## config.mk

```make
export PLATFORM = sky130hd
export DESIGN_NAME = kmc_dist
export DESIGN_NICKNAME = d
export VERILOG_FILES = /design/src/rtl/kmc_pkg.sv /design/src/rtl/kmc_dist.sv
export SDC_FILE = /design/constraint.sdc
export NUM_CORES = 1
export LEC_CHECK = 0
export ABC_AREA = 1
export BUFFER_PORTS_ARGS = -buffer_cell sky130_fd_sc_hd__buf_4
export CAP_MARGIN = 20
export CORE_AREA = 4 4 172 174
export CTS_CLUSTER_SIZE = 14
export DETAILED_ROUTE_END_ITERATION = 10
export DIE_AREA = 0 0 176 178
export GPL_ROUTABILITY_DRIVEN = 0
export PLACE_DENSITY = 0.81
export SYNTH_ARGS = -nofsm -noshare
export SYNTH_HDL_FRONTEND = slang
export SYNTH_SLANG_ARGS = --single-unit
```

## constraint.sdc

```tcl
create_clock -name clk -period 10.55 [get_ports clk]
set_input_delay 0.5275 -clock clk [delete_from_list [all_inputs] [get_ports clk]]
set_output_delay 0.5275 -clock clk [all_outputs]
set_load 0.01 [all_outputs]
```

## src/rtl/kmc_pkg.sv

```systemverilog
// Shared types and constants of the two-cluster k-means engine.
package kmc_pkg;

    localparam int INDEX_BITS = 8;
    localparam int PASS_BITS  = 10;

    localparam logic [PASS_BITS-1:0] PASS_LIMIT_RESET = 10'd64;

    localparam logic [2:0] CALC_LAST_STEP = 3'd4;

    typedef enum logic [1:0] {
        MODE_LOAD = 2'd0,
        MODE_RUN  = 2'd1,
        MODE_READ = 2'd2,
        MODE_NONE = 2'd3
    } mode_t;

    localparam logic [1:0] STATUS_OK         = 2'd0;
    localparam logic [1:0] STATUS_FEW_POINTS = 2'd1;
    localparam logic [1:0] STATUS_BAD_INDEX  = 2'd2;

    typedef struct packed {
        logic       mul_en;
        logic [1:0] term;
        logic       acc_en;
    } dist_ctrl_t;

    typedef struct packed {
        logic pt_wr;
        logic pt_rd;
        logic lbl_wr;
        logic lbl_wr_data;
        logic lbl_rd;
    } store_ctrl_t;

endpackage

```

## src/rtl/kmc_dist.sv

```systemverilog
// Shared squarer and accumulator that builds both squared distances of a point.
module kmc_dist
    import kmc_pkg::*;
#(
    parameter int COORD_BITS = 16
)
(
    input  logic                         clk,
    input  dist_ctrl_t                   ctrl,
    input  logic signed [COORD_BITS-1:0] ca_x,
    input  logic signed [COORD_BITS-1:0] ca_y,
    input  logic signed [COORD_BITS-1:0] cb_x,
    input  logic signed [COORD_BITS-1:0] cb_y,
    input  logic signed [COORD_BITS-1:0] p_x,
    input  logic signed [COORD_BITS-1:0] p_y,
    output logic                         sel_b
);

    localparam int MW = COORD_BITS + 1;
    localparam int PW = 2 * MW;
    localparam int DW = PW + 1;

    logic signed [COORD_BITS-1:0] opa;
    logic signed [COORD_BITS-1:0] opb;
    logic signed [MW-1:0]         diff;
    logic        [MW-1:0]         mag;
    logic        [PW-1:0]         prod_reg;
    logic        [1:0]            prod_term_reg;
    logic        [DW-1:0]         dist_a_reg;
    logic        [DW-1:0]         dist_b_reg;
    logic        [DW-1:0]         acc_src;
    logic        [DW-1:0]         acc_sum;

    always_comb
    begin
        case (ctrl.term)
            2'd0:    begin opa = ca_x; opb = p_x; end
            2'd1:    begin opa = ca_y; opb = p_y; end
            2'd2:    begin opa = cb_x; opb = p_x; end
            default: begin opa = cb_y; opb = p_y; end
        endcase
    end

    assign diff = MW'(opa) - MW'(opb);
    assign mag  = diff[MW-1] ? MW'(-diff) : MW'(diff);

    assign acc_src = prod_term_reg[1] ? dist_b_reg : dist_a_reg;
    assign acc_sum = prod_term_reg[0] ? acc_src + DW'(prod_reg) : DW'(prod_reg);

    always_ff @(posedge clk)
    begin
        if (ctrl.mul_en)
        begin
            prod_reg      <= mag * mag;
            prod_term_reg <= ctrl.term;
        end
        if (ctrl.acc_en)
        begin
            if (prod_term_reg[1])
            begin
                dist_b_reg <= acc_sum;
            end
            else
            begin
                dist_a_reg <= acc_sum;
            end
        end
    end

    assign sel_b = !(dist_a_reg < dist_b_reg);

endmodule

```

==> results by group <==
Hold path
  • Hold Crit Class: primary input to flip-flop

Critical path
  • Most frequent CP cell: nand2_1
  • R2r startpoint: prod_term_reg[1]$_DFFE_PP_
  • CP Launch Type: primary input
  • Crit path capture: prod_reg[28]$_DFFE_PP_
  • R2R Setup Slk: just over 7000 ps
  • Slowest-stage cell, CP: nor2_1
  • Critical Path Stages: between 40 and 50
  • Critical Path RT: around 11000 ps
  • R2R depth: 13
  • Crit Path Max Fanout: 23
  • Setup crit start: ctrl[1]
  • Worst path max stage delay: about 790 ps
  • Worst path arrival time: 9720 ps
  • Worst path bufs/invs: 10
  • Crit. End Element: flip-flop
  • Worst reg2reg path endpoint: dist_b_reg[26]$_DFFE_PP_
  • CP Class: primary input to flip-flop
  • CP top delay family: adder cells

Cells and area
  • Share of cells above drive strength 1: between 9 and 10%
  • Multi-input gate area: 12200 sq um
  • Utilization after layout: about 68%
  • Most frequent cells in the layout: 478 x nand2_1, 438 x inv_1, 194 x nor2_1
  • Diodes inserted: 0
  • Most common cell after layout, fill and taps aside: nand2_1
  • Area growth, synth to finish: 8.65%
  • Nets: 2775
  • Fillers: ~2300
  • Register Area: 3150 sq um

STA
  • Setup violators final: 0
  • RSZ-0062 raised after global routing: false
  • Setup slack after layout: ~930 ps
  • Clk_skew: approximately 12 ps
  • Fin. max-slew vios: 0
  • Final period util: about 90%
  • Max Fclk: around 100 MHz
  • Setup TNS: 0 ps
  • Final hold violations: 0
  • Max_slew headroom: a little over a quarter
  • Tmin final: a little under 10000 ps
  • Actual slew at the worst max-slew pin: between 1000 and 1500 ps

Detailed routing
  • DRC errors left: 0
  • Starting DRT DRC Count: 944
  • Antenna viol nets, final: 0
  • Via Count: 14600
  • Drt pass-1 iters: 7
  • Final wirelength: 41.4 mm
  • Wire per inst: between 15 and 20 microns
  • Vias per inst: between 5 and 6

Clocking
  • Clock Sinks: approximately 110
  • Clock transition at path regs: around 80 ps
  • Hold buffers post-CTS: 0
  • CTS Buf Count: 9
  • Clock root buffer: clkbuf_16
  • Htree depth: 3
  • Clk Latency, worst-skew pair: approximately 360 ps
  • Clock buffer depth: 2
  • Postcts setup bufs: 0
  • CTS tree: done
  • # resized after CTS: 0

Yosys
  • Synth Area in Simple Gates: between 20 and 25%
  • Asr flop ratio synth: 0%
  • Cell taking the most area after synthesis: fa_1
  • Xor and xnor area share after synthesis: 2.90%
  • Synth top area share: between 20 and 25%
  • Mux contribution to synthesized area: less than 1%
  • Primary FF master, synth: edfxtp_1
  • Main combinational cell family by area after synthesis: adder cells
  • Synth Area in Compound Gates: under 10%
  • Netlist area before placement: ~17000 sq um
  • Distinct cells, synth: between 50 and 60
  • Yosys warns: 0
  • Post-synth EDFFs: between 100 and 150
  • Syn Area/Cell: slightly below 8 sq um
  • Synthesized netlist cell count: ~2200
  • Post-Synth Adder-Cell Area: around 36%
  • Register area share after synthesis: 18.3%
  • Synth area leaders: fa_1 22%, edfxtp_1 18%, ha_1 14%, nand2_1 10%, inv_1 9.5%
  • Seq cells post-synth: about 110

GRT
  • Gr usage total: 27.4%
  • Remaining Overflow, GRT: 0
  • Initial antenna violation count: 0
  • Largest net degree at the start of global routing: 73
  • First-pass GRT wire length: 70.0 mm
  • Vias in the first global route: roughly 15000

Die
  • Initial Util: between 60 and 70%
  • FP Rows: between 60 and 70
  • Core area: 27800 sq um
  • Die area: between 30000 and 40000 sq um
  • # IOs: ~100
  • Die height: between 150 and 200 microns
  • Die W: 176 microns

Run status
  • Status: complete, no violations

Placement
  • Dpl ws: about 700 ps
  • Port Buf Inserts: ~100
  • HPWL after DPL: 34.9 mm

Job
  • Max capacitance violation total: 0
-- cells in the mapped netlist, drive strengths merged, types with 16 or more instances --
library cell,number
nand3,104
inv,463
o21ai,74
nand4,28
fa,192
edfxtp,105
nand2,495
xor2,30
a21oi,125
nor2,224
clkbuf,21
xnor2,19
ha,189
buf,16
-- metal layers --
metal | vias to the layer above | GRT usage (%) | share of wire [%]
met4 | 0 | 8.45 | 3.0
met3 | 99 | 3.50 | 5.8
met2 | 495 | 50.5 | 51
met5 | - | 0 | 0
met1 | 6844 | 33.6 | 40
li1 | 7144 | - | -
-- per-stage QoR --
step | cell area [sq um] | instances | hold WS (ps)
global placement | 18400 | 2658 | 559
detailed placement | 18400 | 2658 | 571
global route | 18800 | 2676 | 423
floorplan | 17300 | 2211 | 537
CTS | 18700 | 2674 | 419
finish | 18800 | 2676 | 427
-- final cells by class --
| type | count | share of cell area (%) |
|---|---|---|
| Clock inverter | 7 | 0.567 |
| Inverter | 464 | 9.28 |
| Timing Repair Buffer | 108 | 4.49 |
| Multi-Input combinational cell | 1605 | 65.1 |
| Tap cell | 378 | 2.52 |
| Clock buffer | 9 | 1.20 |
| Sequential cell | 105 | 16.8 |
-- worst min path at each step --
stage                                startpoint                         end  depth (start not counted)
after floorplan           prod_reg[0]$_DFFE_PP_     dist_a_reg[0]$_DFFE_PP_                          2
after global placement    prod_reg[0]$_DFFE_PP_     dist_b_reg[0]$_DFFE_PP_                          2
after detailed placement  prod_reg[0]$_DFFE_PP_     dist_a_reg[0]$_DFFE_PP_                          2
after CTS                               ctrl[2]  prod_term_reg[1]$_DFFE_PP_                          1
after global routing                    ctrl[2]  prod_term_reg[1]$_DFFE_PP_                          1
final                                   ctrl[2]  prod_term_reg[1]$_DFFE_PP_                          1
-- cell families (layout without fill, tap and decap cells) --
kind of cell	count (synthesis)	count (layout)
AO/OA/AOI/OAI	260	260
XOR/XNOR	49	49
adder cells (fa/ha/maj)	381	381
buffers and inverters	501	588
flip-flops	105	105
multiplexers	15	15
other	2	12
AND/OR/NAND/NOR	888	888
Power is not shown: default switching activity piles up to over one toggle a cycle in this logic, so the estimate is an artifact.
